--- config.mk ---
export PLATFORM = sky130hd
export DESIGN_NAME = dual_moving_average_deadband_flat
export DESIGN_NICKNAME = d
export VERILOG_FILES = /design/src/rtl/dmad_pkg.sv /design/src/rtl/dmad_if.sv /design/src/rtl/dual_moving_average_deadband.sv /design/src/rtl/dmad_ring.sv /design/src/rtl/dmad_mean.sv /design/src/flat_wrapper.sv
export SDC_FILE = /design/constraint.sdc
export NUM_CORES = 1
export LEC_CHECK = 0
export BUFFER_PORTS_ARGS = -buffer_cell sky130_fd_sc_hd__clkbuf_2
export CAP_MARGIN = 20
export CORE_MARGIN = 2
export CORE_UTILIZATION = 41
export CTS_CLUSTER_DIAMETER = 80
export DETAILED_ROUTE_END_ITERATION = 10
export PLACE_DENSITY_LB_ADDON = 0.15
export SYNTH_ARGS = -nofsm -noshare
export SYNTH_HDL_FRONTEND = slang
export SYNTH_SLANG_ARGS = --single-unit
export TNS_END_PERCENT = 50
--- constraint.sdc ---
create_clock -name clock -period 12.4 [get_ports clock]
set_clock_uncertainty 0.15 [all_clocks]
set_input_delay 0.62 -clock clock [delete_from_list [all_inputs] [get_ports clock]]
set_output_delay 0.62 -clock clock [all_outputs]
set_load 0.005 [all_outputs]
--- src/rtl/dmad_pkg.sv ---
`timescale 1ns / 1ps
// -----------------------------------------------------------------------------
// dmad_pkg: shared types and constants of the dual moving average block
// Transaction payloads, the stored sample pair, the register map and the
// window that a sample pair must lie inside.
// -----------------------------------------------------------------------------
package dmad_pkg;

   localparam int SAMPLE_W   = 12;
   localparam int DEADBAND_W = 10;
   localparam int CSR_INDEX_W = 1;

   // Register map.
   localparam logic [CSR_INDEX_W-1:0] REG_HUMIDITY_DEADBAND    = 1'd0;
   localparam logic [CSR_INDEX_W-1:0] REG_TEMPERATURE_DEADBAND = 1'd1;

   localparam logic [DEADBAND_W-1:0] HUMIDITY_DEADBAND_RESET    = 10'd10;
   localparam logic [DEADBAND_W-1:0] TEMPERATURE_DEADBAND_RESET = 10'd5;

   // Samples must lie strictly between these bounds (-40.0 and 125.0).
   localparam logic signed [SAMPLE_W-1:0] VALID_LOW  = -12'sd400;
   localparam logic signed [SAMPLE_W-1:0] VALID_HIGH = 12'sd1250;

   typedef struct packed {
      logic signed [SAMPLE_W-1:0] humidity_sample;
      logic signed [SAMPLE_W-1:0] temperature_sample;
      logic                       read_failed;
   } req_type;

   typedef struct packed {
      logic signed [SAMPLE_W-1:0] humidity_report;
      logic signed [SAMPLE_W-1:0] temperature_report;
      logic                       report_changed;
      logic                       sample_rejected;
   } rsp_type;

   typedef struct packed {
      logic signed [SAMPLE_W-1:0] humidity;
      logic signed [SAMPLE_W-1:0] temperature;
   } sample_pair_type;

endpackage

--- src/rtl/dmad_if.sv ---
`timescale 1ns / 1ps
// -----------------------------------------------------------------------------
// dmad_req_if / dmad_rsp_if: valid/ready channels of the block
// A transaction moves at a rising clock edge with valid and ready both high.
// -----------------------------------------------------------------------------
interface dmad_req_if;
   logic             valid;
   logic             ready;
   dmad_pkg::req_type payload;

   modport source (output valid, output payload, input ready);
   modport sink   (input valid, input payload, output ready);
endinterface

interface dmad_rsp_if;
   logic             valid;
   logic             ready;
   dmad_pkg::rsp_type payload;

   modport source (output valid, output payload, input ready);
   modport sink   (input valid, input payload, output ready);
endinterface

--- src/rtl/dual_moving_average_deadband.sv ---
`timescale 1ns / 1ps
// -----------------------------------------------------------------------------
// dual_moving_average_deadband: humidity and temperature moving averages
// Two SAMPLE_COUNT-deep moving averages with a shared deadband-gated report.
// -----------------------------------------------------------------------------
// The block takes one sample pair per clock cycle while the response side is
// ready and returns exactly one result transaction for each, in order. A pair
// lands in an input register; once the output register is free or being
// drained, the running sums, the two means and the deadband decision are
// worked out and the result is written to the output register. The loop that
// sets the rate, the running-sum update followed by the reciprocal multiply
// and the deadband compare, has no register inside it, so one transaction per
// cycle is sustained while that side is ready. When the response side stalls,
// one more request is still taken into the input register. The ring starts
// out as zeros after reset through per-entry valid bits, so no clearing pass
// is needed and the block is ready right away. Deadband registers are to be
// written through the csr port only while the block is idle; the block does
// not enforce it. Index 0 is the humidity and index 1 the temperature deadband.
// -----------------------------------------------------------------------------
module dual_moving_average_deadband #(
   parameter int SAMPLE_COUNT = 8
) (
   input  logic                                clock,
   input  logic                                reset,
   dmad_req_if.sink                            req_channel,
   dmad_rsp_if.source                          rsp_channel,
   input  logic                                csr_write,
   input  logic [dmad_pkg::CSR_INDEX_W-1:0]    csr_index,
   input  logic [dmad_pkg::DEADBAND_W-1:0]     csr_data
);
   import dmad_pkg::*;

   // A sum of SAMPLE_COUNT values in the valid window fits in this width.
   localparam int LOG_N = (SAMPLE_COUNT > 1) ? $clog2(SAMPLE_COUNT) : 0;
   localparam int SUM_W = SAMPLE_W + LOG_N;

   // Deadband registers.
   logic [DEADBAND_W-1:0] humidity_deadband_ff;
   logic [DEADBAND_W-1:0] temperature_deadband_ff;

   always_ff @(posedge clock) begin
      if (reset) begin
         humidity_deadband_ff    <= HUMIDITY_DEADBAND_RESET;
         temperature_deadband_ff <= TEMPERATURE_DEADBAND_RESET;
      end else if (csr_write) begin
         case (csr_index)
            REG_HUMIDITY_DEADBAND: begin
               humidity_deadband_ff <= csr_data;
            end
            REG_TEMPERATURE_DEADBAND: begin
               temperature_deadband_ff <= csr_data;
            end
            default: begin
            end
         endcase
      end
   end

   // Input register and output register. The processing stage fires when it
   // holds a transaction and the output register is free or being drained.
   logic    in_valid_ff;
   req_type in_data_ff;
   logic    out_valid_ff;
   rsp_type out_data_ff;
   logic    advance;
   logic    fire;

   assign advance           = !out_valid_ff || rsp_channel.ready;
   assign fire              = in_valid_ff && advance;
   assign req_channel.ready = !in_valid_ff || advance;
   assign rsp_channel.valid = out_valid_ff;
   assign rsp_channel.payload = out_data_ff;

   always_ff @(posedge clock) begin
      if (reset) begin
         in_valid_ff <= 1'b0;
      end else if (req_channel.ready) begin
         in_valid_ff <= req_channel.valid;
      end
   end

   always_ff @(posedge clock) begin
      if (req_channel.ready && req_channel.valid) begin
         in_data_ff <= req_channel.payload;
      end
   end

   // Sample window check. A failed read or any value on or outside the
   // window bounds rejects the whole pair.
   logic signed [SAMPLE_W-1:0] humidity;
   logic signed [SAMPLE_W-1:0] temperature;
   logic                       rejected;
   logic                       store;

   assign humidity    = in_data_ff.humidity_sample;
   assign temperature = in_data_ff.temperature_sample;
   assign rejected    = in_data_ff.read_failed
                        || !(humidity > VALID_LOW && humidity < VALID_HIGH)
                        || !(temperature > VALID_LOW && temperature < VALID_HIGH);
   assign store       = fire && !rejected;

   // Ring storage: gives the pair that the current write replaces.
   sample_pair_type write_pair;
   sample_pair_type old_pair;

   assign write_pair.humidity    = humidity;
   assign write_pair.temperature = temperature;

   dmad_ring #(
      .DEPTH(SAMPLE_COUNT)
   ) u_ring (
      .clock     (clock),
      .reset     (reset),
      .write_en  (store),
      .write_pair(write_pair),
      .old_pair  (old_pair)
   );

   // Running sums: add the new sample and drop the one it replaces.
   logic signed [SUM_W-1:0] humidity_sum_ff, humidity_sum_in;
   logic signed [SUM_W-1:0] temperature_sum_ff, temperature_sum_in;

   assign humidity_sum_in    = humidity_sum_ff + SUM_W'(humidity)
                               - SUM_W'(old_pair.humidity);
   assign temperature_sum_in = temperature_sum_ff + SUM_W'(temperature)
                               - SUM_W'(old_pair.temperature);

   logic signed [SAMPLE_W-1:0] humidity_mean;
   logic signed [SAMPLE_W-1:0] temperature_mean;

   dmad_mean #(
      .DEPTH(SAMPLE_COUNT),
      .SUM_W(SUM_W)
   ) u_humidity_mean (
      .sum (humidity_sum_in),
      .mean(humidity_mean)
   );

   dmad_mean #(
      .DEPTH(SAMPLE_COUNT),
      .SUM_W(SUM_W)
   ) u_temperature_mean (
      .sum (temperature_sum_in),
      .mean(temperature_mean)
   );

   // Deadband decision. Differences are taken one bit wider so that they
   // cannot wrap, and the magnitude is compared against the deadband.
   logic signed [SAMPLE_W-1:0] humidity_current_ff;
   logic signed [SAMPLE_W-1:0] temperature_current_ff;
   logic signed [SAMPLE_W:0]   humidity_diff;
   logic signed [SAMPLE_W:0]   temperature_diff;
   logic        [SAMPLE_W:0]   humidity_dist;
   logic        [SAMPLE_W:0]   temperature_dist;
   logic                       update;

   always_comb begin
      humidity_diff    = (SAMPLE_W + 1)'(humidity_mean)
                         - (SAMPLE_W + 1)'(humidity_current_ff);
      temperature_diff = (SAMPLE_W + 1)'(temperature_mean)
                         - (SAMPLE_W + 1)'(temperature_current_ff);
      humidity_dist    = humidity_diff[SAMPLE_W] ? -humidity_diff : humidity_diff;
      temperature_dist = temperature_diff[SAMPLE_W] ? -temperature_diff
                                                    : temperature_diff;
      update = store
               && ((humidity_dist > (SAMPLE_W + 1)'(humidity_deadband_ff))
                   || (temperature_dist > (SAMPLE_W + 1)'(temperature_deadband_ff)));
   end

   always_ff @(posedge clock) begin
      if (reset) begin
         humidity_sum_ff        <= '0;
         temperature_sum_ff     <= '0;
         humidity_current_ff    <= '0;
         temperature_current_ff <= '0;
      end else begin
         if (store) begin
            humidity_sum_ff    <= humidity_sum_in;
            temperature_sum_ff <= temperature_sum_in;
         end
         if (update) begin
            humidity_current_ff    <= humidity_mean;
            temperature_current_ff <= temperature_mean;
         end
      end
   end

   // Result register. A result always carries the reports as they stand
   // after its own transaction.
   rsp_type out_data_in;

   always_comb begin
      out_data_in.humidity_report    = update ? humidity_mean : humidity_current_ff;
      out_data_in.temperature_report = update ? temperature_mean
                                              : temperature_current_ff;
      out_data_in.report_changed     = update;
      out_data_in.sample_rejected    = rejected;
   end

   always_ff @(posedge clock) begin
      if (reset) begin
         out_valid_ff <= 1'b0;
      end else if (fire) begin
         out_valid_ff <= 1'b1;
      end else if (rsp_channel.ready) begin
         out_valid_ff <= 1'b0;
      end
   end

   always_ff @(posedge clock) begin
      if (fire) begin
         out_data_ff <= out_data_in;
      end
   end

endmodule

--- src/rtl/dmad_ring.sv ---
`timescale 1ns / 1ps
// -----------------------------------------------------------------------------
// dmad_ring: sample pair ring with write pointer and prefetched oldest entry
// Holds the last DEPTH accepted pairs. The entry at the write pointer (the one
// about to be replaced) is always available on old_pair; entries never
// written since reset read as zero.
// -----------------------------------------------------------------------------
module dmad_ring #(
   parameter int DEPTH = 8
) (
   input  logic                      clock,
   input  logic                      reset,
   input  logic                      write_en,
   input  dmad_pkg::sample_pair_type write_pair,
   output dmad_pkg::sample_pair_type old_pair
);
   import dmad_pkg::*;

   localparam int SLOT_W = (DEPTH > 1) ? $clog2(DEPTH) : 1;
   localparam logic [SLOT_W-1:0] LAST_SLOT = SLOT_W'(DEPTH - 1);

   sample_pair_type mem [DEPTH];

   logic [SLOT_W-1:0] slot_ff, slot_in;
   logic [DEPTH-1:0]  valid_ff, valid_in;
   logic              old_valid_ff;
   logic              bypass_ff;
   sample_pair_type   mem_rd_ff;
   sample_pair_type   bypass_pair_ff;

   always_comb begin
      slot_in  = slot_ff;
      valid_in = valid_ff;
      if (write_en) begin
         slot_in = (slot_ff == LAST_SLOT) ? '0 : slot_ff + 1'b1;
         valid_in[slot_ff] = 1'b1;
      end
   end

   always_ff @(posedge clock) begin
      if (reset) begin
         slot_ff      <= '0;
         valid_ff     <= '0;
         old_valid_ff <= 1'b0;
         bypass_ff    <= 1'b0;
      end else begin
         slot_ff      <= slot_in;
         valid_ff     <= valid_in;
         old_valid_ff <= valid_ff[slot_in];
         // Only a one-entry ring reads back the slot it is writing.
         bypass_ff    <= write_en && (slot_in == slot_ff);
      end
   end

   always_ff @(posedge clock) begin
      if (write_en) begin
         mem[slot_ff] <= write_pair;
      end
      mem_rd_ff      <= mem[slot_in];
      bypass_pair_ff <= write_pair;
   end

   always_comb begin
      if (bypass_ff) begin
         old_pair = bypass_pair_ff;
      end else if (old_valid_ff) begin
         old_pair = mem_rd_ff;
      end else begin
         old_pair = '0;
      end
   end

endmodule

--- src/rtl/dmad_mean.sv ---
`timescale 1ns / 1ps
// -----------------------------------------------------------------------------
// dmad_mean: running sum divided by the ring depth, truncated toward zero
// The magnitude is multiplied by a rounded-up reciprocal that is exact for
// every sum the ring can hold, then the sign is put back.
// -----------------------------------------------------------------------------
module dmad_mean #(
   parameter int DEPTH = 8,
   parameter int SUM_W = 15
) (
   input  logic signed [SUM_W-1:0]             sum,
   output logic signed [dmad_pkg::SAMPLE_W-1:0] mean
);
   import dmad_pkg::*;

   localparam int MAG_W   = SUM_W - 1;
   localparam int LOG_D   = (DEPTH > 1) ? $clog2(DEPTH) : 0;
   localparam int SHIFT   = MAG_W + LOG_D + 1;
   localparam int RECIP_W = SHIFT + 1;
   localparam int PROD_W  = MAG_W + RECIP_W;
   localparam logic [RECIP_W-1:0] RECIP =
      RECIP_W'(((64'd1 << SHIFT) + 64'(DEPTH) - 64'd1) / 64'(DEPTH));

   logic              negative;
   logic [SUM_W-1:0]  sum_abs;
   logic [MAG_W-1:0]  magnitude;
   logic [PROD_W-1:0] product;
   logic [SAMPLE_W-1:0] quotient;

   always_comb begin
      negative  = sum[SUM_W-1];
      sum_abs   = negative ? SUM_W'(-sum) : SUM_W'(sum);
      magnitude = sum_abs[MAG_W-1:0];
      product   = PROD_W'(magnitude) * PROD_W'(RECIP);
      quotient  = product[SHIFT +: SAMPLE_W];
      mean      = negative ? -$signed(quotient) : $signed(quotient);
   end

endmodule

--- src/flat_wrapper.sv ---
// flat-port wrapper written by rule: the top's interface ports become plain ports
module dual_moving_average_deadband_flat import dmad_pkg::*;
#(
   parameter int SAMPLE_COUNT = 8
)
  (clock, reset, csr_write, csr_index, csr_data, req_channel_valid, req_channel_payload, req_channel_ready, rsp_channel_valid, rsp_channel_payload, rsp_channel_ready);
  dmad_req_if req_channel_i ();
  dmad_rsp_if rsp_channel_i ();
  input  logic clock;
  input  logic reset;
  input  logic csr_write;
  input  logic [dmad_pkg::CSR_INDEX_W-1:0] csr_index;
  input  logic [dmad_pkg::DEADBAND_W-1:0] csr_data;
  input wire logic [$bits(req_channel_i.valid)-1:0] req_channel_valid;
  input wire logic [$bits(req_channel_i.payload)-1:0] req_channel_payload;
  output wire logic [$bits(req_channel_i.ready)-1:0] req_channel_ready;
  output wire logic [$bits(rsp_channel_i.valid)-1:0] rsp_channel_valid;
  output wire logic [$bits(rsp_channel_i.payload)-1:0] rsp_channel_payload;
  input wire logic [$bits(rsp_channel_i.ready)-1:0] rsp_channel_ready;
  assign req_channel_i.valid = req_channel_valid;
  assign req_channel_i.payload = req_channel_payload;
  assign req_channel_ready = req_channel_i.ready;
  assign rsp_channel_valid = rsp_channel_i.valid;
  assign rsp_channel_payload = rsp_channel_i.payload;
  assign rsp_channel_i.ready = rsp_channel_ready;
  dual_moving_average_deadband #(.SAMPLE_COUNT(SAMPLE_COUNT)) u_core (.clock(clock), .reset(reset), .req_channel(req_channel_i), .rsp_channel(rsp_channel_i), .csr_write(csr_write), .csr_index(csr_index), .csr_data(csr_data));
endmodule
==> results of run 1 <==
## cells in the mapped netlist (all sizes together) (11+ instances only)
library cell	instances
nor3	30
o211ai	17
nand3	26
inv	119
edfxtp	243
a22oi	14
o21a	11
a21o	14
mux4	50
xnor2	50
nand4	11
nand2b	15
nor2b	15
xor2	31
mux2	49
nand2	143
a22o	16
dfxtp	137
a21oi	99
clkbuf	48
o21ai	42
and2	28
ha	82
mux2i	12
fa	30
nor2	85
## layout make-up
type                            count  share of cell area (%)
Inverter                          119                    2.10
Multi-Input combinational cell    997                    38.2
Clock buffer                       64                    5.76
Clock inverter                     14                   0.829
Tap cell                          600                    3.53
Sequential cell                   380                    47.2
Timing Repair Buffer               89                    2.45
## metrics by stage
step | power (W) | worst slack, ns
6_report | 0.00373 | 1.64
5_1_grt | 0.00398 | 0.852
4_1_cts | 0.00378 | 1.42
3_5_place_dp | 0.00252 | 1.50
3_3_place_gp | 0.00250 | 1.65
2_1_floorplan | 0.00227 | 3.26
## path summary, 6_finish.rpt
kind	endpoint	slack, ns	depth (start not counted)
max	u_core.humidity_current_ff[3]	1.64	43
min	u_core.humidity[2]	0.07	1
max reg2reg	u_core.humidity_current_ff[3]	1.64	43
min reg2reg	u_core.temperature_deadband_ff[6]	0.31	2
## sequential cells by signal (all words and copies together), names as in the netlist
name and cells:
u_core.u_ring.slot_ff 3, u_core.u_ring.bypass_pair_ff 24, u_core.temperature_sum_ff 15, u_core.temperature 12, u_core.humidity_deadband_ff 10, u_core.temperature_deadband_ff 10
u_core.in_valid_ff 1, u_core.u_ring.mem 192, u_core.u_ring.bypass_ff 1, u_core.rsp_channel.valid 1, u_core.rsp_channel.payload 26, u_core.humidity_sum_ff 15
u_core.in_data_ff 1, u_core.u_ring.old_valid_ff 1, u_core.humidity_current_ff 12, u_core.temperature_current_ff 12, u_core.u_ring.valid_ff 8, u_core.humidity 12
u_core.u_ring.mem_rd_ff 24
## routing by layer
| layer | global-route usage, % | share of wire, % |
|---|---|---|
| met5 | 0 | 0 |
| met4 | 5.08 | 1.9 |
| met3 | 2.61 | 4.4 |
| met2 | 28.6 | 45 |
| met1 | 24.8 | 48 |
## power groups by stage
stage / clock network (W) / logic (W) / registers, W
after floorplan: 0 / 0.000861 / 0.00141
after global placement: 0 / 0.00108 / 0.00142
after detailed placement: 0 / 0.00110 / 0.00142
after CTS: 0.00128 / 0.00110 / 0.00139
after global routing: 0.00133 / 0.00125 / 0.00140
final: 0.00124 / 0.00110 / 0.00139
## worst reg2reg max path: cells and delay by family, from the launching register on
family                   cells  cell delay, ns
multiplexers                 2            0.63
XOR/XNOR                     4            0.63
AND/OR/NAND/NOR              8            1.89
flip-flops                   1            1.02
AO/OA/AOI/OAI               17            3.67
buffers and inverters        6            1.07
adder cells (fa/ha/maj)      6            1.58
## cells by family (layout without fill, tap and decap cells)
logic type | after synthesis | count (layout) | share of synthesized area (%)
AO/OA/AOI/OAI | 285 | 285 | 10.1
XOR/XNOR | 81 | 81 | 3.82
adder cells (fa/ha/maj) | 112 | 112 | 8.66
buffers and inverters | 175 | 286 | 3.59
flip-flops | 380 | 380 | 53.5
multiplexers | 111 | 111 | 9.74
AND/OR/NAND/NOR | 408 | 408 | 10.7
## layout by cell type (no fill, tap or decap), types with 10 or more instances in the layout
master | Yosys | routed
sky130_fd_sc_hd__edfxtp_1 | 243 | 243
sky130_fd_sc_hd__nand2_1 | 143 | 143
sky130_fd_sc_hd__dfxtp_1 | 137 | 137
sky130_fd_sc_hd__inv_1 | 119 | 119
sky130_fd_sc_hd__a21oi_1 | 99 | 98
sky130_fd_sc_hd__ha_1 | 82 | 82
sky130_fd_sc_hd__nor2_1 | 84 | 77
sky130_fd_sc_hd__clkbuf_2 | 1 | 68
sky130_fd_sc_hd__mux4_2 | 50 | 50
sky130_fd_sc_hd__xnor2_1 | 49 | 49
sky130_fd_sc_hd__clkbuf_16 | 0 | 44
sky130_fd_sc_hd__o21ai_0 | 41 | 41
sky130_fd_sc_hd__mux2_2 | 41 | 41
sky130_fd_sc_hd__xor2_1 | 31 | 31
sky130_fd_sc_hd__fa_1 | 30 | 30
sky130_fd_sc_hd__and2_1 | 27 | 27
sky130_fd_sc_hd__nor3_1 | 29 | 27
sky130_fd_sc_hd__nand3_1 | 26 | 26
sky130_fd_sc_hd__buf_4 | 0 | 19
sky130_fd_sc_hd__o211ai_1 | 17 | 17
sky130_fd_sc_hd__a22o_1 | 16 | 16
sky130_fd_sc_hd__nand2b_1 | 15 | 15
sky130_fd_sc_hd__clkbuf_1 | 47 | 15
sky130_fd_sc_hd__nor2b_1 | 15 | 14
sky130_fd_sc_hd__a22oi_1 | 14 | 14
sky130_fd_sc_hd__a21o_1 | 14 | 14
sky130_fd_sc_hd__nand4_1 | 11 | 11
sky130_fd_sc_hd__mux2i_1 | 12 | 11
sky130_fd_sc_hd__o21a_1 | 11 | 11
sky130_fd_sc_hd__or3_1 | 10 | 10
==> tab_implementation.tex, run 1 <==
\begin{tabular}{lr}
\hline
Metric & Value \\
\hline
\multicolumn{2}{l}{\textbf{Detailed routing}} \\
Count of vias placed by the detailed router & 11909 \\
Number of DRC markers after the initial detailed-route iteration & 839 \\
Overall routed net length & 40.8 mm \\
Number of detailed-routing iterations run before antenna repair & 6 \\
Average detailed-routed wire length per instance & 18.0 microns \\
DRC violation count after routing & 0 \\
Via density per instance & 5.26 \\
Antenna Nets Post-Route & 0 \\
\multicolumn{2}{l}{\textbf{Synthesis}} \\
Count of distinct cell types in the synthesized netlist & 85 \\
Share of the synthesized area in the top cell type & 38.9\% \\
Dominant synthesized flop cell & sky130\_fd\_sc\_hd\_\_edfxtp\_1 \\
Largest cells by area after synthesis & sky130\_fd\_sc\_hd\_\_edfxtp\_1 39\%, sky130\_fd\_sc\_hd\_\_dfxtp\_1 15\%, sky130\_fd\_sc\_hd\_\_mux4\_2 6.0\% \\
Seq/Total Area, Yosys & 53.5\% \\
Async set-or-reset flop fraction in the synthesized netlist & 0\% \\
Netlist Area Pre-Place & 18800 sq um \\
Gate count of the mapped netlist & 1552 \\
Synth Net Count & 1705 \\
Average cell area after synthesis & 12.1 sq um \\
Yosys top cell by area & sky130\_fd\_sc\_hd\_\_edfxtp\_1 \\
Post-synth EDFFs & 243 \\
Warning count from the yosys run & 0 \\
Post-synthesis register bit count & 380 \\
\multicolumn{2}{l}{\textbf{GRT}} \\
Vias in the first global route & 12129 \\
Wire length of the first global-routing pass & 66.3 mm \\
All-Layer GR Usage & 17.7\% \\
Pin count of the biggest net entering global routing & 63 \\
Remaining Overflow, GRT & 0 \\
Initial antenna violation count & 0 \\
\multicolumn{2}{l}{\textbf{Finish}} \\
Area growth from synthesis to layout & 13.4\% \\
Core utilization of the finished layout & 47.0\% \\
Fill cells & 4106 \\
Area used by multi-input combinational logic & 8130 sq um \\
Fraction of layout instances using a drive strength above 1 & 16.9\% \\
Number of inserted diodes & 0 \\
Final nets & 1782 \\
Reg area & 10000 sq um \\
Count of non-filler cells in the finished layout & 2263 \\
Final instance area & 21300 sq um \\
\multicolumn{2}{l}{\textbf{Critical path}} \\
Critical path startpoint & u\_core.u\_ring.bypass\_ff \\
Category of the critical setup timing path & reg -> reg \\
Required time at the worst-slack endpoint & 12.71 ns \\
Max stage delay cell, worst path & sky130\_fd\_sc\_hd\_\_dfxtp\_1 \\
Critical Path Max Stage Delay & 1.02 ns \\
Worst EP arrival & 11.07 ns \\
Worst path most repeated cell & sky130\_fd\_sc\_hd\_\_ha\_1 \\
Max Fanout on Critical Path & 26 \\
R2R Path Start & u\_core.u\_ring.bypass\_ff \\
Cell family with the largest share of critical-path delay & compound AO/OA/AOI/OAI gates \\
Kind of capture point of the worst setup path & flop \\
Element type at the critical path start & flop \\
Number of buffers and inverters on the critical path & 6 \\
\multicolumn{2}{l}{\textbf{Clock network}} \\
Clk slew on worst S/H paths & 0.06 ns \\
Maximum number of buffers from clock root to sink & 3 \\
TritonCTS clock tree & yes \\
CTS H-tree depth & 2 \\
CTS buffer count & 42 \\
Clock latency reported for the late side of the worst-skew pair & 0.57 ns \\
CTS resizes & 0 \\
Cell at the root of the clock tree & sky130\_fd\_sc\_hd\_\_clkbuf\_16 \\
Num Clock Sinks & 380 \\
\# hold bufs at CTS & 0 \\
Count of buffers added by post-CTS timing repair for setup & 0 \\
\multicolumn{2}{l}{\textbf{STA}} \\
Final total negative setup slack & 0 ns \\
Share of the clock period used by the worst path after layout & 86.8\% \\
Total setup violations reported at the end of the flow & 0 \\
Highest clock frequency the design can meet & 92.9 MHz \\
Relative slew slack & 28.7\% \\
Worst-case hold slack & 0.0711 ns \\
Hold violation total from the final report & 0 \\
Unrepaired setup endpoints after global routing & false \\
Post-layout minimum cycle time & 10.76 ns \\
Count of final max-slew check failures & 0 \\
Least-Margin Pin Slew & 1.07 ns \\
\multicolumn{2}{l}{\textbf{Die}} \\
Core Footprint & 45300 sq um \\
Initial cell density of the core & 41.5\% \\
Number of placement rows & 78 \\
Area enclosed by the die boundary & 47500 sq um \\
DIE HEIGHT & 218 microns \\
Width of the die & 218 microns \\
Number of I/O pins & 69 \\
\multicolumn{2}{l}{\textbf{Power}} \\
Gate power share & 29.4\% \\
Part of the power in the clock network & 33.3\% \\
Leak pwr & 7.70 nW \\
Sequential power share & 37.4\% \\
IR drop worst, VDD & 0.000135 V \\
Total power density per cell area & 175 nW/um\^{}2 \\
Cell internal power dissipation & 0.00256 W \\
Sw Share & 31.3\% \\
Net Switching & 0.00117 W \\
\multicolumn{2}{l}{\textbf{Placement}} \\
Post-DP HPWL & 27.4 mm \\
Number of buffers added on ports & 68 \\
Placed cell count & 2183 \\
Final weighted congestion in routability-driven placement & 0.793 \\
Area post-placement & 19800 sq um \\
\multicolumn{2}{l}{\textbf{Worst hold path}} \\
Critical hold path startpoint & req\_channel\_payload[15] \\
Type of the most critical hold path & in -> reg \\
\multicolumn{2}{l}{\textbf{Run status}} \\
Run status & finished clean \\
\multicolumn{2}{l}{\textbf{Job}} \\
Maximum capacitance violations & 0 \\
\hline
\end{tabular}
Note: power is estimated with default switching activity, not from simulation.
==> inputs of run 2 (changes only) <==
--- a/config.mk
+++ b/config.mk
@@ -8,10 +8,11 @@
 export BUFFER_PORTS_ARGS = -buffer_cell sky130_fd_sc_hd__clkbuf_2
 export CAP_MARGIN = 20
 export CORE_MARGIN = 2
-export CORE_UTILIZATION = 41
+export CORE_UTILIZATION = 62
 export CTS_CLUSTER_DIAMETER = 80
 export DETAILED_ROUTE_END_ITERATION = 10
 export PLACE_DENSITY_LB_ADDON = 0.15
+export SETUP_SLACK_MARGIN = 0.2
 export SYNTH_ARGS = -nofsm -noshare
 export SYNTH_HDL_FRONTEND = slang
 export SYNTH_SLANG_ARGS = --single-unit
==> run 2 against run 1 <==
  * Flip-flop and latch count unchanged
  * Die area decreased by 33%
  * Wire length down 2.7%
  * Worst hold slack better by 0.029 ns
  * Clock power shrank 6%
  * Combinational power is essentially flat
  * Total power fell by 2.1%
  * Sequential power about the same
==> tab_implementation.tex, run 2 (same netlist as run 1, synthesis figures left out) <==
\begin{tabular}{lr}
\hline
Metric & Value \\
\hline
\multicolumn{2}{l}{\textbf{Critical path}} \\
Critical path startpoint & u\_core.u\_ring.bypass\_ff \\
Worst EP arrival & 11.45 ns \\
R2R Path Start & u\_core.u\_ring.bypass\_ff \\
Flop-to-flop setup slack & 1.23 ns \\
Max stage delay cell, worst path & sky130\_fd\_sc\_hd\_\_nor2b\_2 \\
Kind of capture point of the worst setup path & flop \\
Cell count of the worst reg-to-reg path & 40 \\
Element type at the critical path start & flop \\
Cell family with the largest share of critical-path delay & compound AO/OA/AOI/OAI gates \\
Critical path destination & u\_core.humidity\_current\_ff[3] \\
Max Fanout on Critical Path & 26 \\
Category of the critical setup timing path & reg -> reg \\
Critical path depth & 40 \\
Reg2reg end & u\_core.humidity\_current\_ff[3] \\
Required time at the worst-slack endpoint & 12.68 ns \\
Worst path most repeated cell & sky130\_fd\_sc\_hd\_\_o21ai\_0 \\
Number of buffers and inverters on the critical path & 4 \\
Critical Path Max Stage Delay & 0.88 ns \\
\multicolumn{2}{l}{\textbf{Clock network}} \\
TritonCTS clock tree & yes \\
Clk slew on worst S/H paths & 0.06 ns \\
\# hold bufs at CTS & 0 \\
Maximum number of buffers from clock root to sink & 3 \\
CTS H-tree depth & 2 \\
Cell at the root of the clock tree & sky130\_fd\_sc\_hd\_\_clkbuf\_16 \\
CTS buffer count & 40 \\
Count of buffers added by post-CTS timing repair for setup & 0 \\
Num Clock Sinks & 380 \\
CTS resizes & 0 \\
Clock latency reported for the late side of the worst-skew pair & 0.54 ns \\
\multicolumn{2}{l}{\textbf{Finish}} \\
Largest register by flop count & u\_core.u\_ring.mem \\
Core utilization of the finished layout & 70.2\% \\
Number of inserted diodes & 0 \\
Leading cell types in the layout, fill and taps excluded & 243 x sky130\_fd\_sc\_hd\_\_edfxtp\_1, 143 x sky130\_fd\_sc\_hd\_\_nand2\_1, 137 x sky130\_fd\_sc\_hd\_\_dfxtp\_1, 119 x sky130\_fd\_sc\_hd\_\_inv\_1, 98 x sky130\_fd\_sc\_hd\_\_a21oi\_1 \\
Fraction of layout instances using a drive strength above 1 & 16.9\% \\
Flip-flop count of the largest register, all copies and words added & 192 \\
Area growth from synthesis to layout & 11.1\% \\
Most common cell after layout, fill and taps aside & sky130\_fd\_sc\_hd\_\_edfxtp\_1 \\
Fill cells & 2094 \\
Final nets & 1777 \\
\multicolumn{2}{l}{\textbf{GRT}} \\
Remaining Overflow, GRT & 0 \\
Pin count of the biggest net entering global routing & 63 \\
All-Layer GR Usage & 25.8\% \\
Wire length of the first global-routing pass & 63.5 mm \\
Vias in the first global route & 12345 \\
Initial antenna violation count & 0 \\
\multicolumn{2}{l}{\textbf{Power}} \\
IR drop worst, VDD & 0.000129 V \\
Leak pwr & 7.63 nW \\
Total power density per cell area & 175 nW/um\^{}2 \\
\multicolumn{2}{l}{\textbf{Placement}} \\
Post-DP HPWL & 26.1 mm \\
Number of buffers added on ports & 68 \\
Final weighted congestion in routability-driven placement & 0.875 \\
\multicolumn{2}{l}{\textbf{STA}} \\
Total setup violations reported at the end of the flow & 0 \\
Count of final max-slew check failures & 0 \\
Relative slew slack & 31.1\% \\
Hold violation total from the final report & 0 \\
Final total negative setup slack & 0 ns \\
Post-layout minimum cycle time & 11.17 ns \\
Highest clock frequency the design can meet & 89.5 MHz \\
Unrepaired setup endpoints after global routing & false \\
Share of the clock period used by the worst path after layout & 90.1\% \\
Least-Margin Pin Slew & 1.02 ns \\
\multicolumn{2}{l}{\textbf{Die}} \\
Number of I/O pins & 69 \\
Area enclosed by the die boundary & 31700 sq um \\
DIE HEIGHT & 178 microns \\
Number of placement rows & 63 \\
Core Footprint & 29700 sq um \\
Initial cell density of the core & 63.2\% \\
Width of the die & 178 microns \\
\multicolumn{2}{l}{\textbf{Detailed routing}} \\
Overall routed net length & 39.7 mm \\
Number of detailed-routing iterations run before antenna repair & 7 \\
DRC violation count after routing & 0 \\
Count of vias placed by the detailed router & 12232 \\
Via density per instance & 5.98 \\
Antenna Nets Post-Route & 0 \\
Number of DRC markers after the initial detailed-route iteration & 818 \\
Average detailed-routed wire length per instance & 19.4 microns \\
\multicolumn{2}{l}{\textbf{Run status}} \\
Run status & finished clean \\
\multicolumn{2}{l}{\textbf{Job}} \\
Maximum capacitance violations & 0 \\
\multicolumn{2}{l}{\textbf{Worst hold path}} \\
Type of the most critical hold path & in -> reg \\
\hline
\end{tabular}
[run 2: final cells by class]
cell class | instances | area (sq um) | area share [%]
Multi-Input combinational cell | 997 | 8130 | 39.0
Timing Repair Buffer | 86 | 475 | 2.28
Clock inverter | 25 | 225 | 1.08
Sequential cell | 380 | 10000 | 48.1
Inverter | 119 | 447 | 2.14
Tap cell | 390 | 488 | 2.34
Clock buffer | 48 | 1060 | 5.09
[run 2: worst reg2reg max path, delay by kind of cell (launching register included)]
family,cells,cell delay [ns]
AOI/OAI and AO/OA,17,3.83
xor gates and xnor gates,4,0.75
adders and majority gates,5,1.80
buffers and inverters,4,0.78
DFF,1,0.62
muxes,2,0.65
and+or+nand+nor,8,2.47
[run 2: through the flow]
stage,setup slack [ns],cells,instance area (sq um),hold slack [ns],total power [W]
floorplan,3.26,1552,18800,0.285,0.00227
global placement,1.51,1972,19600,0.294,0.00247
detailed placement,1.32,1972,19600,0.297,0.00250
CTS,1.26,2045,20900,0.0800,0.00367
global route,0.492,2045,20900,0.0908,0.00386
finish,1.23,2045,20900,0.0998,0.00365
[run 2: power by group]
group / leakage (nW) / switching (W) / total [W] / internal, W
Sequential: 3.33 / 0.0000232 / 0.00139 / 0.00137
Combinational: 3.66 / 0.000641 / 0.00110 / 0.000458
Clock: 0.631 / 0.000497 / 0.00116 / 0.000662
[run 2: layer usage]
layer	GRT usage, %	vias up	wire length (microns)
li1	-	5813	-
met1	34.0	5956	17100
met2	44.3	366	19200
met3	3.52	97	2070
met4	8.98	0	1290
met5	0	-	0
[run 2: worst min path at each step]
stage,depth (start not counted),end,from
after global routing,1,u_core.humidity[5],req_channel_payload[18]
final,1,u_core.humidity[3],req_channel_payload[16]
after detailed placement,2,u_core.temperature_deadband_ff[8],u_core.temperature_deadband_ff[8]
after global placement,2,u_core.humidity_sum_ff[9],u_core.humidity_sum_ff[9]
after floorplan,2,u_core.u_ring.valid_ff[3],u_core.u_ring.valid_ff[3]
after CTS,1,u_core.humidity[3],req_channel_payload[16]
==> inputs of run 3 (changes only) <==
--- a/config.mk
+++ b/config.mk
@@ -8,7 +8,7 @@
 export BUFFER_PORTS_ARGS = -buffer_cell sky130_fd_sc_hd__clkbuf_2
 export CAP_MARGIN = 20
 export CORE_MARGIN = 2
-export CORE_UTILIZATION = 62
+export CORE_UTILIZATION = 56
 export CTS_CLUSTER_DIAMETER = 80
 export DETAILED_ROUTE_END_ITERATION = 10
 export PLACE_DENSITY_LB_ADDON = 0.15
==> constraint.sdc (replaced) <==
create_clock -name clock -period 9.1 [get_ports clock]
set_clock_uncertainty 0.15 [all_clocks]
set_input_delay 0.455 -clock clock [delete_from_list [all_inputs] [get_ports clock]]
set_output_delay 0.455 -clock clock [all_outputs]
set_load 0.005 [all_outputs]
==> run 3 against run 2 <==
  * Cell area grew 6.9%
  * Sequential power grew 36%
  * Final cell count up 8.4%
  * Sequential share of layout area is 3.1 points lower
  * Register-to-register slack got worse by 0.73 ns
  * Via count increased by 5.1%
  * Worst hold slack got worse by 0.079 ns
  * Utilization decreased by 3.2 points
  * Non-clock buffer count grew 110
  * Clock-buffer cell count grew 8
  * Critical path depth rose by 2
  * Setup slack worse by 0.73 ns
==> tab_implementation.tex, run 3 (same netlist as run 1, synthesis figures left out) <==
\begin{tabular}{lr}
\hline
Metric & Value \\
\hline
\multicolumn{2}{l}{\textbf{Run status}} \\
Run status & finished clean \\
\multicolumn{2}{l}{\textbf{Finish}} \\
Leading cell types in the layout, fill and taps excluded & 243 x sky130\_fd\_sc\_hd\_\_edfxtp\_1, 142 x sky130\_fd\_sc\_hd\_\_nand2\_1, 135 x sky130\_fd\_sc\_hd\_\_dfxtp\_1, 118 x sky130\_fd\_sc\_hd\_\_inv\_1, 94 x sky130\_fd\_sc\_hd\_\_a21oi\_1 \\
Count of non-filler cells in the finished layout & 2216 \\
Reg area & 10000 sq um \\
Area growth from synthesis to layout & 18.8\% \\
Number of inserted diodes & 0 \\
Fill cells & 2474 \\
Most common cell after layout, fill and taps aside & sky130\_fd\_sc\_hd\_\_edfxtp\_1 \\
Flip-flop count of the largest register, all copies and words added & 192 \\
Area used by multi-input combinational logic & 8480 sq um \\
Final instance area & 22300 sq um \\
Fraction of layout instances using a drive strength above 1 & 23.9\% \\
Core utilization of the finished layout & 67.0\% \\
Final nets & 1888 \\
Largest register by flop count & u\_core.u\_ring.mem \\
\multicolumn{2}{l}{\textbf{Critical path}} \\
Worst path most repeated cell & sky130\_fd\_sc\_hd\_\_buf\_4 \\
Category of the critical setup timing path & reg -> reg \\
Cell count of the worst reg-to-reg path & 42 \\
Cell family with the largest share of critical-path delay & compound AO/OA/AOI/OAI gates \\
Number of buffers and inverters on the critical path & 8 \\
Flop-to-flop setup slack & 0.50 ns \\
Required time at the worst-slack endpoint & 9.38 ns \\
Critical Path Max Stage Delay & 0.42 ns \\
R2R Path Start & u\_core.u\_ring.bypass\_ff \\
Critical path destination & u\_core.temperature\_current\_ff[5] \\
Reg2reg end & u\_core.temperature\_current\_ff[5] \\
Critical path depth & 42 \\
Max Fanout on Critical Path & 8 \\
Element type at the critical path start & flop \\
Worst EP arrival & 8.88 ns \\
Max stage delay cell, worst path & sky130\_fd\_sc\_hd\_\_fa\_2 \\
Kind of capture point of the worst setup path & flop \\
Critical path startpoint & u\_core.u\_ring.bypass\_ff \\
\multicolumn{2}{l}{\textbf{Clock network}} \\
CTS H-tree depth & 2 \\
CTS buffer count & 41 \\
TritonCTS clock tree & yes \\
Num Clock Sinks & 380 \\
Clk slew on worst S/H paths & 0.06 ns \\
Maximum number of buffers from clock root to sink & 3 \\
Clock latency reported for the late side of the worst-skew pair & 0.55 ns \\
Cell at the root of the clock tree & sky130\_fd\_sc\_hd\_\_clkbuf\_16 \\
\multicolumn{2}{l}{\textbf{Power}} \\
Cell internal power dissipation & 0.00357 W \\
Final Power & 0.00524 W \\
Part of the power in the clock network & 30.5\% \\
Leak pwr & 8.25 nW \\
Sequential power share & 36.1\% \\
Net Switching & 0.00167 W \\
IR drop worst, VDD & 0.000154 V \\
Sw Share & 31.9\% \\
Total power density per cell area & 235 nW/um\^{}2 \\
Gate power share & 33.4\% \\
\multicolumn{2}{l}{\textbf{STA}} \\
Least-Margin Pin Slew & 0.974 ns \\
Hold violation total from the final report & 0 \\
Worst-case hold slack & 0.0210 ns \\
Relative slew slack & 34.0\% \\
Count of final max-slew check failures & 0 \\
Highest clock frequency the design can meet & 116 MHz \\
Share of the clock period used by the worst path after layout & 94.5\% \\
Total setup violations reported at the end of the flow & 0 \\
Unrepaired setup endpoints after global routing & true \\
Post-layout minimum cycle time & 8.60 ns \\
\multicolumn{2}{l}{\textbf{Placement}} \\
Area post-placement & 20000 sq um \\
Number of buffers added on ports & 68 \\
Post-DP HPWL & 28.2 mm \\
Placed cell count & 2074 \\
Final weighted congestion in routability-driven placement & 0.904 \\
\multicolumn{2}{l}{\textbf{GRT}} \\
Top Usage Layer GRT & met2 \\
Global-route track usage on met2 & 40.9\% \\
Vias in the first global route & 12660 \\
Pin count of the biggest net entering global routing & 63 \\
Wire length of the first global-routing pass & 67.5 mm \\
Initial antenna violation count & 0 \\
GR Layer Usage met3 & 3.90\% \\
Met1 Usage GRT & 33.0\% \\
All-Layer GR Usage & 24.5\% \\
Remaining Overflow, GRT & 0 \\
\multicolumn{2}{l}{\textbf{Detailed routing}} \\
Overall routed net length & 43.2 mm \\
Number of detailed-routing iterations run before antenna repair & 5 \\
DRC violation count after routing & 0 \\
Number of DRC markers after the initial detailed-route iteration & 825 \\
Count of vias placed by the detailed router & 12856 \\
Antenna Nets Post-Route & 0 \\
Average detailed-routed wire length per instance & 19.5 microns \\
Via density per instance & 5.80 \\
\multicolumn{2}{l}{\textbf{Die}} \\
Core Footprint & 33300 sq um \\
Number of placement rows & 67 \\
Area enclosed by the die boundary & 35000 sq um \\
Number of I/O pins & 69 \\
DIE HEIGHT & 187 microns \\
Initial cell density of the core & 56.4\% \\
Width of the die & 187 microns \\
\multicolumn{2}{l}{\textbf{Job}} \\
Maximum capacitance violations & 0 \\
\multicolumn{2}{l}{\textbf{Worst hold path}} \\
Type of the most critical hold path & in -> reg \\
\hline
\end{tabular}
run 3: cell count changes in the layout (fill, tap and decap cells not counted), sizes merged:
cell	before	now
buf	18	96
dlygate4sd3	0	31
clkbuf	116	124
clkinv	18	12
inv	121	123
bufbuf	0	1
bufinv	2	1
run 3: how the worst min path moves through the flow:
stage                                   start                           endpoint  cells after the start
floorplan           u_core.u_ring.valid_ff[3]          u_core.u_ring.valid_ff[3]                      2
global placement        u_core.temperature[0]    u_core.u_ring.bypass_pair_ff[0]                      0
detailed placement      u_core.temperature[0]    u_core.u_ring.bypass_pair_ff[0]                      0
CTS                               csr_data[2]     u_core.humidity_deadband_ff[2]                      3
global route                      csr_data[8]  u_core.temperature_deadband_ff[8]                      3
finish                            csr_data[2]     u_core.humidity_deadband_ff[2]                      3
run 3: power groups by stage:
stage | Combinational [W] | Sequential [W] | Clock, W
after floorplan | 0.00118 | 0.00192 | 0
after global placement | 0.00150 | 0.00193 | 0
after detailed placement | 0.00154 | 0.00193 | 0
after CTS | 0.00160 | 0.00189 | 0.00163
after global routing | 0.00194 | 0.00189 | 0.00170
final | 0.00175 | 0.00189 | 0.00160
run 3: timing repair:
action / CTS / global route
endpoints found under the setup margin: 48 / 49
resized for setup: 23 / 64
cloned: 2 / 0
hold buffers: 31 / 0
pin swaps: 9 / 31
setup buffers: 14 / 19
hold endpoints to repair: 37 / 0
run 3: cell type report:
cell class                 instances  share of cell area [%]
tap                              448                    2.51
clock inverter                    20                   0.751
clock buffer                      56                    5.11
timing repair buffer             196                    6.60
sequential                       380                    45.0
multi-input combinational        997                    38.0
inverter                         119                    2.00
run 3: metal layers:
metal | vias up | part of all wire (%)
li1 | 6045 | -
met1 | 6359 | 43
met2 | 365 | 48
met3 | 87 | 5.4
met4 | 0 | 2.8
met5 | - | 0
run 3: per-stage QoR:
stage,setup WS [ns],setup TNS (ns)
2_1_floorplan,0.236,0
3_3_place_gp,-0.0931,-2.78
4_1_cts,0.205,0
3_5_place_dp,-0.276,-9.97
5_1_grt,0.105,0
6_report,0.501,0
run 3: worst min-delay path, stage by stage:
cell                       delay, ns
sky130_fd_sc_hd__clkbuf_2       0.10
sky130_fd_sc_hd__nand2_1        0.06
sky130_fd_sc_hd__a21oi_1        0.05
